==> src/hdl/lmdb_pkg.sv <==
package lmdb_pkg;

    typedef enum logic [2:0] {
        K_WRITE_ROW = 3'd0,
        K_OR_ROW    = 3'd1,
        K_SET_PIXEL = 3'd2,
        K_LINE      = 3'd3,
        K_CLEAR     = 3'd4,
        K_PRESENT   = 3'd5,
        K_TICK      = 3'd6,
        K_NONE      = 3'd7
    } t_kind;

    typedef struct packed {
        t_kind       kind;
        logic [5:0]  row;
        logic [5:0]  column;
        logic [5:0]  end_row;
        logic [5:0]  end_column;
        logic [15:0] row_data;
    } t_cmd;

    localparam logic [15:0] BLANK_WORD = 16'hFFFF;
    localparam logic [15:0] MSB_WORD   = 16'b1000000000000000;
    localparam int          QUEUE_DEPTH = 2;

endpackage

==> src/hdl/lmdb_front.sv <==
module lmdb_front
    import lmdb_pkg::*;
(
    input  logic        i_clk,
    input  logic        i_rst_n,
    input  logic        i_valid,
    output logic        o_ready,
    input  logic [2:0]  i_kind,
    input  logic [5:0]  i_row,
    input  logic [5:0]  i_column,
    input  logic [5:0]  i_end_row,
    input  logic [5:0]  i_end_column,
    input  logic [15:0] i_row_data,
    output logic        o_cmd_valid,
    input  logic        i_cmd_ready,
    output t_cmd        o_cmd
);

    t_cmd       r_queue [QUEUE_DEPTH];
    logic       r_wr_ptr;
    logic       r_rd_ptr;
    logic [1:0] r_count;
    logic       w_push;
    logic       w_pop;
    t_cmd       w_in;

    always_comb begin
        w_in.kind       = t_kind'(i_kind);
        w_in.row        = i_row;
        w_in.column     = i_column;
        w_in.end_row    = i_end_row;
        w_in.end_column = i_end_column;
        w_in.row_data   = i_row_data;
    end

    assign o_ready     = (r_count != 2'(QUEUE_DEPTH));
    assign o_cmd_valid = (r_count != 2'd0);
    assign o_cmd       = r_queue[r_rd_ptr];
    // unused kind is dropped here
    assign w_push      = i_valid && o_ready && (w_in.kind != K_NONE);
    assign w_pop       = o_cmd_valid && i_cmd_ready;

    always_ff @(posedge i_clk) begin
        if (!i_rst_n) begin
            r_wr_ptr <= 1'b0;
            r_rd_ptr <= 1'b0;
            r_count  <= 2'd0;
        end else begin
            if (w_push) begin
                r_queue[r_wr_ptr] <= w_in;
                r_wr_ptr          <= ~r_wr_ptr;
            end
            if (w_pop) begin
                r_rd_ptr <= ~r_rd_ptr;
            end
            r_count <= r_count + 2'(w_push) - 2'(w_pop);
        end
    end

`ifndef SYNTHESIS
    a_count_range: assert property (@(posedge i_clk) disable iff (!i_rst_n)
        r_count <= 2'(QUEUE_DEPTH)) else $error("queue count overflow");
    a_full_stall: assert property (@(posedge i_clk) disable iff (!i_rst_n)
        (r_count == 2'(QUEUE_DEPTH)) |-> !o_ready) else $error("ready while full");
    a_pop_nonempty: assert property (@(posedge i_clk) disable iff (!i_rst_n)
        (r_count == 2'd0) |-> !o_cmd_valid) else $error("pop from empty queue");
`endif

endmodule

==> src/hdl/lmdb_back.sv <==
module lmdb_back
    import lmdb_pkg::*;
#(
    parameter int ROWS    = 10,
    parameter int COLUMNS = 11
) (
    input  logic        i_clk,
    input  logic        i_rst_n,
    input  logic        i_cmd_valid,
    output logic        o_cmd_ready,
    input  t_cmd        i_cmd,
    output logic        o_valid,
    input  logic        i_ready,
    output logic [15:0] o_column_bits,
    output logic [15:0] o_row_select,
    output logic        o_is_data_frame,
    output logic        o_last
);

    localparam int RW = (ROWS > 1) ? $clog2(ROWS) : 1;

    typedef enum logic [2:0] {
        S_IDLE, S_RMW, S_LINE, S_SWEEP, S_TICK_RD, S_OUT_BLANK, S_OUT_DATA
    } t_state;

    t_state       r_state;
    logic [15:0]  r_store [2][ROWS];
    logic         r_valid [2][ROWS];
    logic         r_shown;
    logic         r_draw;
    logic         r_swap;
    logic [RW-1:0] r_scan;
    logic [RW-1:0] r_idx;
    t_cmd         r_cmd;
    logic signed [6:0] r_x;
    logic signed [6:0] r_y;
    logic signed [8:0] r_err;
    logic signed [6:0] r_dx;
    logic signed [6:0] r_dy;
    logic         r_sweep_inv;
    logic [15:0]  r_word;
    logic [15:0]  r_sel;
    logic         r_out_valid;
    logic [15:0]  r_col_bits;
    logic         r_is_data;
    logic         r_last;

    logic signed [6:0] w_x1;
    logic signed [6:0] w_y1;
    logic signed [9:0] w_e2;
    logic         w_pix_ok;
    logic [RW-1:0] w_pix_row;
    logic [15:0]  w_pix_mask;
    logic [15:0]  w_draw_word;
    logic [15:0]  w_idx_word;
    logic         w_row_ok;
    logic [RW-1:0] w_cmd_row;
    logic [15:0]  w_cmd_word;
    logic [15:0]  w_shown_word;

    assign o_cmd_ready     = (r_state == S_IDLE);
    assign o_valid         = r_out_valid;
    assign o_column_bits   = r_col_bits;
    assign o_row_select    = r_sel;
    assign o_is_data_frame = r_is_data;
    assign o_last          = r_last;

    assign w_x1 = 7'(signed'(r_cmd.end_column));
    assign w_y1 = 7'(signed'(r_cmd.end_row));
    assign w_e2 = 10'(r_err) <<< 1;

    assign w_pix_ok   = (r_x >= 0) && (r_y >= 0) && (r_x < 7'(COLUMNS)) && (r_y < 7'(ROWS))
                        && (r_x <= 7'sd15);
    assign w_pix_row  = RW'(r_y[5:0]);
    assign w_pix_mask = MSB_WORD >> r_x[3:0];
    assign w_draw_word = r_valid[r_draw][w_pix_row] ? r_store[r_draw][w_pix_row] : 16'd0;
    assign w_idx_word  = r_valid[r_draw][r_idx] ? r_store[r_draw][r_idx] : 16'd0;

    assign w_row_ok   = !r_cmd.row[5] && (r_cmd.row < 6'(ROWS));
    assign w_cmd_row  = RW'(r_cmd.row);
    assign w_cmd_word = r_valid[r_draw][w_cmd_row] ? r_store[r_draw][w_cmd_row] : 16'd0;
    assign w_shown_word = r_valid[r_shown][r_scan] ? r_store[r_shown][r_scan] : 16'd0;

    always_ff @(posedge i_clk) begin
        if (!i_rst_n) begin
            r_state     <= S_IDLE;
            r_shown     <= 1'b0;
            r_draw      <= 1'b0;
            r_swap      <= 1'b0;
            r_scan      <= '0;
            r_out_valid <= 1'b0;
            for (int p = 0; p < 2; p++) begin
                for (int r = 0; r < ROWS; r++) begin
                    r_valid[p][r] <= 1'b0;
                end
            end
        end else begin
            if (r_out_valid && i_ready && (r_state != S_OUT_BLANK)
                && (r_state != S_OUT_DATA)) begin
                r_out_valid <= 1'b0;
            end
            case (r_state)
                S_IDLE: begin
                    if (i_cmd_valid) begin
                        r_cmd <= i_cmd;
                        r_x   <= 7'(signed'(i_cmd.column));
                        r_y   <= 7'(signed'(i_cmd.row));
                        r_idx <= '0;
                        case (i_cmd.kind)
                            K_WRITE_ROW, K_OR_ROW, K_SET_PIXEL: r_state <= S_RMW;
                            K_LINE:    r_state <= S_LINE;
                            K_CLEAR: begin
                                r_draw      <= ~r_shown;
                                r_sweep_inv <= 1'b0;
                                r_state     <= S_SWEEP;
                            end
                            K_PRESENT: begin
                                r_sweep_inv <= 1'b1;
                                r_swap      <= 1'b1;
                                r_state     <= S_SWEEP;
                            end
                            K_TICK: begin
                                if (r_swap) begin
                                    r_shown <= ~r_shown;
                                    r_swap  <= 1'b0;
                                end
                                r_state <= S_TICK_RD;
                            end
                            default: r_state <= S_IDLE;
                        endcase
                        begin
                            logic signed [6:0] dxa;
                            logic signed [6:0] dya;
                            dxa = 7'(signed'(i_cmd.end_column)) - 7'(signed'(i_cmd.column));
                            dya = 7'(signed'(i_cmd.end_row)) - 7'(signed'(i_cmd.row));
                            if (dxa < 0) dxa = -dxa;
                            if (dya < 0) dya = -dya;
                            r_dx  <= dxa;
                            r_dy  <= -dya;
                            r_err <= 9'(dxa) - 9'(dya);
                        end
                    end
                end
                S_RMW: begin
                    if (r_cmd.kind == K_SET_PIXEL) begin
                        if (w_pix_ok) begin
                            r_store[r_draw][w_pix_row] <= w_draw_word | w_pix_mask;
                            r_valid[r_draw][w_pix_row] <= 1'b1;
                        end
                    end else if (w_row_ok) begin
                        r_store[r_draw][w_cmd_row] <= (r_cmd.kind == K_OR_ROW)
                            ? (w_cmd_word | r_cmd.row_data) : r_cmd.row_data;
                        r_valid[r_draw][w_cmd_row] <= 1'b1;
                    end
                    r_state <= S_IDLE;
                end
                S_LINE: begin
                    // one bresenham point per cycle
                    logic signed [8:0] ne;
                    if (w_pix_ok) begin
                        r_store[r_draw][w_pix_row] <= w_draw_word | w_pix_mask;
                        r_valid[r_draw][w_pix_row] <= 1'b1;
                    end
                    if (r_x == w_x1 && r_y == w_y1) begin
                        r_state <= S_IDLE;
                    end else begin
                        ne = r_err;
                        if (w_e2 >= 10'(r_dy)) begin
                            ne  = ne + 9'(r_dy);
                            r_x <= (r_x < w_x1) ? r_x + 7'sd1 : r_x - 7'sd1;
                        end
                        if (w_e2 <= 10'(r_dx)) begin
                            ne  = ne + 9'(r_dx);
                            r_y <= (r_y < w_y1) ? r_y + 7'sd1 : r_y - 7'sd1;
                        end
                        r_err <= ne;
                    end
                end
                S_SWEEP: begin
                    r_store[r_draw][r_idx] <= r_sweep_inv ? ~w_idx_word : 16'd0;
                    r_valid[r_draw][r_idx] <= 1'b1;
                    if (r_idx == RW'(ROWS - 1)) begin
                        r_state <= S_IDLE;
                    end else begin
                        r_idx <= r_idx + RW'(1);
                    end
                end
                S_TICK_RD: begin
                    // row select is on the output, so wait until the held beat leaves
                    if (!r_out_valid || i_ready) begin
                        r_word  <= w_shown_word;
                        r_sel   <= 16'(17'd1 << r_scan);
                        r_scan  <= (r_scan == RW'(ROWS - 1)) ? '0 : r_scan + RW'(1);
                        r_state <= S_OUT_BLANK;
                    end
                end
                S_OUT_BLANK: begin
                    if (!r_out_valid || i_ready) begin
                        r_out_valid <= 1'b1;
                        r_col_bits  <= BLANK_WORD;
                        r_is_data   <= 1'b0;
                        r_last      <= 1'b0;
                        r_state     <= S_OUT_DATA;
                    end
                end
                S_OUT_DATA: begin
                    if (!r_out_valid || i_ready) begin
                        r_out_valid <= 1'b1;
                        r_col_bits  <= r_word;
                        r_is_data   <= 1'b1;
                        r_last      <= 1'b1;
                        r_state     <= S_IDLE;
                    end
                end
                default: r_state <= S_IDLE;
            endcase
        end
    end

`ifndef SYNTHESIS
    a_scan_range: assert property (@(posedge i_clk) disable iff (!i_rst_n)
        32'(r_scan) < ROWS) else $error("scan row out of range");
    a_sel_onehot: assert property (@(posedge i_clk) disable iff (!i_rst_n)
        r_out_valid |-> $onehot(r_sel)) else $error("row select not one-hot");
    a_data_last: assert property (@(posedge i_clk) disable iff (!i_rst_n)
        r_out_valid |-> (r_is_data == r_last)) else $error("frame marks disagree");
`endif

endmodule

==> src/hdl/led_matrix_double_buffer_scan.sv <==
// Two-page 16-bit-row LED frame store with row-multiplexed scan. Commands pass through a
// two-entry queue into an executor that handles one command at a time: row writes and pixel
// sets go through a single update state, a line draw plots one Bresenham point per cycle, clear
// and present sweep every row of the draw page, and a scan tick offers both frames (blanking,
// then data with last set) on the output register, waiting on the receiver's ready for each.
module led_matrix_double_buffer_scan
    import lmdb_pkg::*;
#(
    parameter int ROWS    = 10,
    parameter int COLUMNS = 11
) (
    input  logic        i_clk,
    input  logic        i_rst_n,
    input  logic        i_valid,
    output logic        o_ready,
    input  logic [2:0]  i_kind,
    input  logic [5:0]  i_row,
    input  logic [5:0]  i_column,
    input  logic [5:0]  i_end_row,
    input  logic [5:0]  i_end_column,
    input  logic [15:0] i_row_data,
    output logic        o_valid,
    input  logic        i_ready,
    output logic [15:0] o_column_bits,
    output logic [15:0] o_row_select,
    output logic        o_is_data_frame,
    output logic        o_last
);

    logic w_cmd_valid;
    logic w_cmd_ready;
    t_cmd w_cmd;

    lmdb_front u_front (
        .i_clk        (i_clk),
        .i_rst_n      (i_rst_n),
        .i_valid      (i_valid),
        .o_ready      (o_ready),
        .i_kind       (i_kind),
        .i_row        (i_row),
        .i_column     (i_column),
        .i_end_row    (i_end_row),
        .i_end_column (i_end_column),
        .i_row_data   (i_row_data),
        .o_cmd_valid  (w_cmd_valid),
        .i_cmd_ready  (w_cmd_ready),
        .o_cmd        (w_cmd)
    );

    lmdb_back #(
        .ROWS    (ROWS),
        .COLUMNS (COLUMNS)
    ) u_back (
        .i_clk           (i_clk),
        .i_rst_n         (i_rst_n),
        .i_cmd_valid     (w_cmd_valid),
        .o_cmd_ready     (w_cmd_ready),
        .i_cmd           (w_cmd),
        .o_valid         (o_valid),
        .i_ready         (i_ready),
        .o_column_bits   (o_column_bits),
        .o_row_select    (o_row_select),
        .o_is_data_frame (o_is_data_frame),
        .o_last          (o_last)
    );

endmodule

==> config.mk <==
export PLATFORM = sky130hd
export DESIGN_NAME = led_matrix_double_buffer_scan
export DESIGN_NICKNAME = d
export VERILOG_FILES = /design/src/hdl/lmdb_pkg.sv /design/src/hdl/lmdb_front.sv /design/src/hdl/lmdb_back.sv /design/src/hdl/led_matrix_double_buffer_scan.sv
export SDC_FILE = /design/constraint.sdc
export NUM_CORES = 1
export LEC_CHECK = 0
export BUFFER_PORTS_ARGS = -buffer_cell sky130_fd_sc_hd__buf_2
export CORE_UTILIZATION = 30
export CTS_BUF_LIST = sky130_fd_sc_hd__clkbuf_8
export DETAILED_ROUTE_END_ITERATION = 10
export GPL_TIMING_DRIVEN = 1
export PLACE_DENSITY_LB_ADDON = 0.25
export SYNTH_ARGS = -nofsm -noshare
export SYNTH_HDL_FRONTEND = slang
export SYNTH_SLANG_ARGS = --single-unit
==> constraint.sdc <==
create_clock -name i_clk -period 7.1 [get_ports i_clk]
set_input_delay 0 -clock i_clk [delete_from_list [all_inputs] [get_ports i_clk]]
set_output_delay 0 -clock i_clk [all_outputs]
set_load 0.02 [all_outputs]
* Yosys cells after proc, flatten, opt, wreduce, memory -nomap -nowiden
Memories as Yosys holds them, arrays and structs flattened. A register that Yosys moved wholly into a read port is not among the register bits.
Index checks and enable logic that the tools add are counted.
** Storage, ports and cells
- Register bits after elaboration :: 143
- Memory bits (writable) :: 426
- Output and inout bits :: 36
- Memories :: 3
** Cells by class
- $add $sub $neg :: 16
- Magnitude comparators :: 19
- Equality and inequality tests :: 32
- Shift-type cells :: 2
- Muxes and demuxes :: 637
- Bitwise gates (word level) :: 520
- Reduce and logical (&&, ||, !) cells :: 43
** Memory list
- u_back.r_store :: words 2, width 160, rd ports 2, clocked after memory_dff 2, write ports 1, line lmdb_back.sv:27 : logic [15:0] r_store [2][ROWS];
- u_front.r_queue :: words 2, width 43, rd ports 1, clocked after memory_dff 1, write ports 1, line lmdb_front.sv:19 : t_cmd r_queue [QUEUE_DEPTH];
- u_back.r_valid :: words 2, width 10, rd ports 2, clocked after memory_dff 2, write ports 2, line lmdb_back.sv:28 : logic r_valid [2][ROWS];
** Operators by type and width (count)
- 2-to-1 mux 160 bit :: 4
- 2-to-1 mux 1 bit :: 553
- OR 1 bit :: 510
- 2-to-1 mux 16 bit :: 18
- binary-select mux 16 bit (select 4 bit) :: 4
- demux 16 bit (select 4 bit) :: 3
- 2-to-1 mux 7 bit :: 16
- 2-to-1 mux 9 bit :: 7
- 2-to-1 mux 10 bit :: 6
- OR 16 bit :: 2
- case mux 16 bit (2 select lines) :: 1
- case mux 7 bit (2 select lines) :: 2
- negation 7 bit :: 3
- greater-or-equal comparator 5 bit (second input constant) :: 4
- NOT 4 -> 5 bit :: 4
- AND reduction 4 bit :: 5
- adder 9 x 7 -> 9 bit :: 2
- equality test 3 bit (second input constant) :: 6
- 2-to-1 mux 3 bit :: 6
- case mux 3 bit (6 select lines) :: 1
- case mux 9 bit (2 select lines) :: 1
- binary-select mux 1 bit (select 4 bit) :: 4
- inequality test 2 x 1 -> 1 bit (second input constant) :: 8
- NOT 16 bit :: 1
- 42 further kinds :: 98

* Longest topological paths before layout
- Depth in word-level cells :: 15
- Gate-level depth with buffers :: 21

* Hierarchy
Synthesis repeated with hierarchy kept, for this count alone.
** Second synthesis, totals
- Cells, all modules :: 2867
- Area, all modules :: 35754.3 um2
** By module, submodules not included
- lmdb_back :: instances 1, cells each 2707, area an instance 32198.4 um2, seq. area each 14303.7 um2
- lmdb_front :: instances 1, cells each 160, area an instance 3555.9 um2, seq. area each 2682.6 um2

* Worst setup path after synthesis
No wires, ideal clock.
- Path kind :: reg-to-reg
- From :: reg (tool-made name)
- To :: reg u_back.r_err[5], data pin
- Arrival :: 4.596 ns
- Required time :: 6.830 ns
- Setup slack :: 2.234 ns
- Stages on the path, launching flop included :: 21
- Path buffers :: 3
- Path through :: dfxtp_1 > clkbuf_1 > clkbuf_1 > buf_1 > mux2i_1 > ha_1 > inv_1 > fa_1 > a211oi_1 > o21ai_0 > nand2_1 > nor2_1 > a21oi_1 > ha_1 > nor2b_1 > o21ai_0 > a21boi_0 > o21a_1 > or3_1 > a21oi_1 > a21oi_1
** RTL lines
- end signal, assigned :: line lmdb_back.sv:140 : r_err <= 9'(dxa) - 9'(dya);
- end signal, assigned :: line lmdb_back.sv:176 : r_err <= ne;
- end, declared :: line lmdb_back.sv:37 : logic signed [8:0] r_err;

==> reports/qor.yml <==
ys_seq_area_share_pct: 49.5
final_util_pct: 34.5
yosysTopAreaCellShare_pct: 48.4
std_cell_rows: 123
io_pins: 83
routed_wl_mm: 120
synth_flop_cell: "edfxtp_1"
hold_buffers: 80
antenna_found_initial: 7
power_density_mw_per_mm2: 352
root_buffer: "clkbuf_8"
synth_area_leaders: "edfxtp_1, mux4_2, mux2i_1"
ir_drop_mv: 0.333
drt-vias-per-instance: 5.64
syn_nets: 2885
rsz0062_at_grt: "no"
maxSlewViolCount: 0
syn-instance-count: 2743
synthesis.area_mm2: 0.0343
synth_top_cell_by_area: "edfxtp_1"
dieArea_mm2: 0.116
yosysWarningCount: 0
hold_violations: 0
comb_power_share_pct: 45.1
yosysMostFrequentCell: "edfxtp_1"
drt_iter0_markers: 3125
grt_usage_pct: 20.3
cts.clk_slew.worst_paths_ns: 0.06
area_growth_pct: 13.5
gp_congestion: 0.936
place_hpwl_mm: 86.1
worstPathRequired_ns: 7.63
switchingPower_w: 0.00542
dp_cells: 4197
grt_pass1_vias: 24300
critPathMaxFanout: 26
setup_viol: 0
fin_cells: 4462
skew_ns: 0.0597
fin_tns_setup_ns: 0
cp-end-kind: "register"
cts_buffer_depth: 3
relSlewSlack_pct: 17.0
p_sw_share_pct: 39.5
cts_resized: 0
clkLatencyLatePin_ns: 0.79
synthArstFlopShare_pct: 0
avgRoutedWirePerCell_um: 26.8
power_frac_seq_pct: 33.8
cts_inserted_buffers: 103
clockPowerShare_pct: 21.2
fmax_ghz: 0.201
whs_ns: 0.0299
start_util_pct: 30.4
die_h_um: 340
p_int_w: 0.00831
synth_common_cells: "edfxtp_1, nor2_1, mux2i_1"
status: "complete, no violations"
cts_setup_buffers: 0
via_count: 25200
setup_ws_ns: 2.12
nNetsFinal: 3024
cts_tree: "built"
path_class: "register to register"
cts_htree_levels: 3
period_share_pct: 70.2
syn_area_per_cell_um2: 12.5
pre_cts_slack_ns: 2.08
p_leak_nw: 13.0
grt_pass1_wl_mm: 172
post-route-drc-count: 0
ant_nets: 0
portBuffers: 82
min_period_ns: 4.98
synth_cell_types: 86
synth_seq_cells: 572
tightest_slew_ns: 1.24
die_w_um: 340
drv_cap: 0
overflow: 0
firstDrtPassIters: 6
cts_sinks: 572
start_kind: "register"
drive_above_1_share_pct: 21.0
min_path_type: "input pin to register"
synth_edf_count: 553
arrival_ns: 5.51
core-area_mm2: 0.113
grt_max_degree: 70
through the flow:
| stage | power (W) | area [um^2] |
|---|---|---|
| 6_report | 0.0137 | 39000 |
| 4_1_cts | 0.0138 | 39000 |
| 5_1_grt | 0.0145 | 39000 |
| 3_5_place_dp | 0.0108 | 36300 |
| 2_1_floorplan | 0.00908 | 34300 |
| 3_3_place_gp | 0.0107 | 36300 |
per-layer routing:
| metal | up-vias | part of all wire [%] | global-route usage, % |
|---|---|---|---|
| li1 | 11000 | - | - |
| met1 | 12700 | 44 | 28.3 |
| met2 | 1301 | 44 | 30.9 |
| met3 | 215 | 9.9 | 5.16 |
| met4 | 2 | 2.4 | 5.81 |
| met5 | - | 0.014 | 0 |
kinds of logic (layout without fill, tap and decap cells):
group	after synthesis	after routing	share of synthesized area [%]
AND/OR/NAND/NOR	679	679	9.21
AO/OA/AOI/OAI	598	598	12.9
flip-flops	572	572	49.5
multiplexers	460	460	19.8
buffers and inverters	291	507	3.85
adder cells (fa/ha/maj)	95	95	3.62
XOR/XNOR	48	48	1.22
other	0	3	0
area by class of cell:
type / count / area, um^2
antenna: 3 / 7.51
clock inverter: 78 / 435
fill: 11300 / 74000
clock buffer: 104 / 1430
tap: 1500 / 1880
inverter: 90 / 338
timing repair buffer: 235 / 1800
sequential: 572 / 17000
multi-input combinational: 1880 / 16100
sequential cells by signal (all words and copies together) (netlist names), 9 cells and up, named ones only:
signal and cells:
u_back.r_err 9, u_back.r_cmd 37, u_back.o_column_bits 16, u_back.r_valid 20, u_front.r_queue 86, u_back.r_store 320
u_back.o_row_select 16, u_back.r_word 16
worst max-delay path, stage by stage (launching register included):
cell,delay (ns)
dfxtp_2,0.66
buf_4,0.45
mux2_2,0.41
ha_1,0.19
inv_1,0.09
fa_1,0.21
a21o_1,0.12
a21oi_1,0.09
nand2b_1,0.16
a31oi_1,0.46
mux2_2,0.43
ha_1,0.29
nor2b_1,0.13
o21ai_0,0.20
a21boi_0,0.15
o21a_1,0.20
or3_1,0.31
a21oi_1,0.17
a21oi_1,0.05
path summary, 6_finish.rpt:
path / start / endpoint / slack, ns / depth (start not counted)
max: register / u_back.r_err[5] / 2.12 / 18
min: i_row_data[2] / u_front.r_queue[0][2] / 0.03 / 2
max reg2reg: register / u_back.r_err[5] / 2.12 / 18
min reg2reg: u_back.r_word[8] / u_back.o_column_bits[8] / 0.49 / 1
placed cells by master, fill, tap and decap left out, types with 64 or more instances in the layout:
cell type      Yosys  routed
mux4_2           168     168
o21a_1            66      66
clkbuf_8           0     104
nor2_1           319     303
o21ai_0          108     108
edfxtp_1         553     553
dlygate4sd3_1      0      80
mux2i_1          230     230
a221oi_1          64      64
nand2_1          123     123
a21oi_1           88      85
buf_2             35      82
ha_1              88      88
inv_1             80     113
buf_4              6      70
power by group through the flow:
stage               clock [W]  combinational (W)  sequential (W)
CTS                   0.00298            0.00614         0.00463
global route          0.00311            0.00676         0.00466
finish                0.00291            0.00619         0.00464
detailed placement          0            0.00608         0.00470
global placement            0            0.00605         0.00470
floorplan                   0            0.00459         0.00449
(Power assumes the default switching activity.)
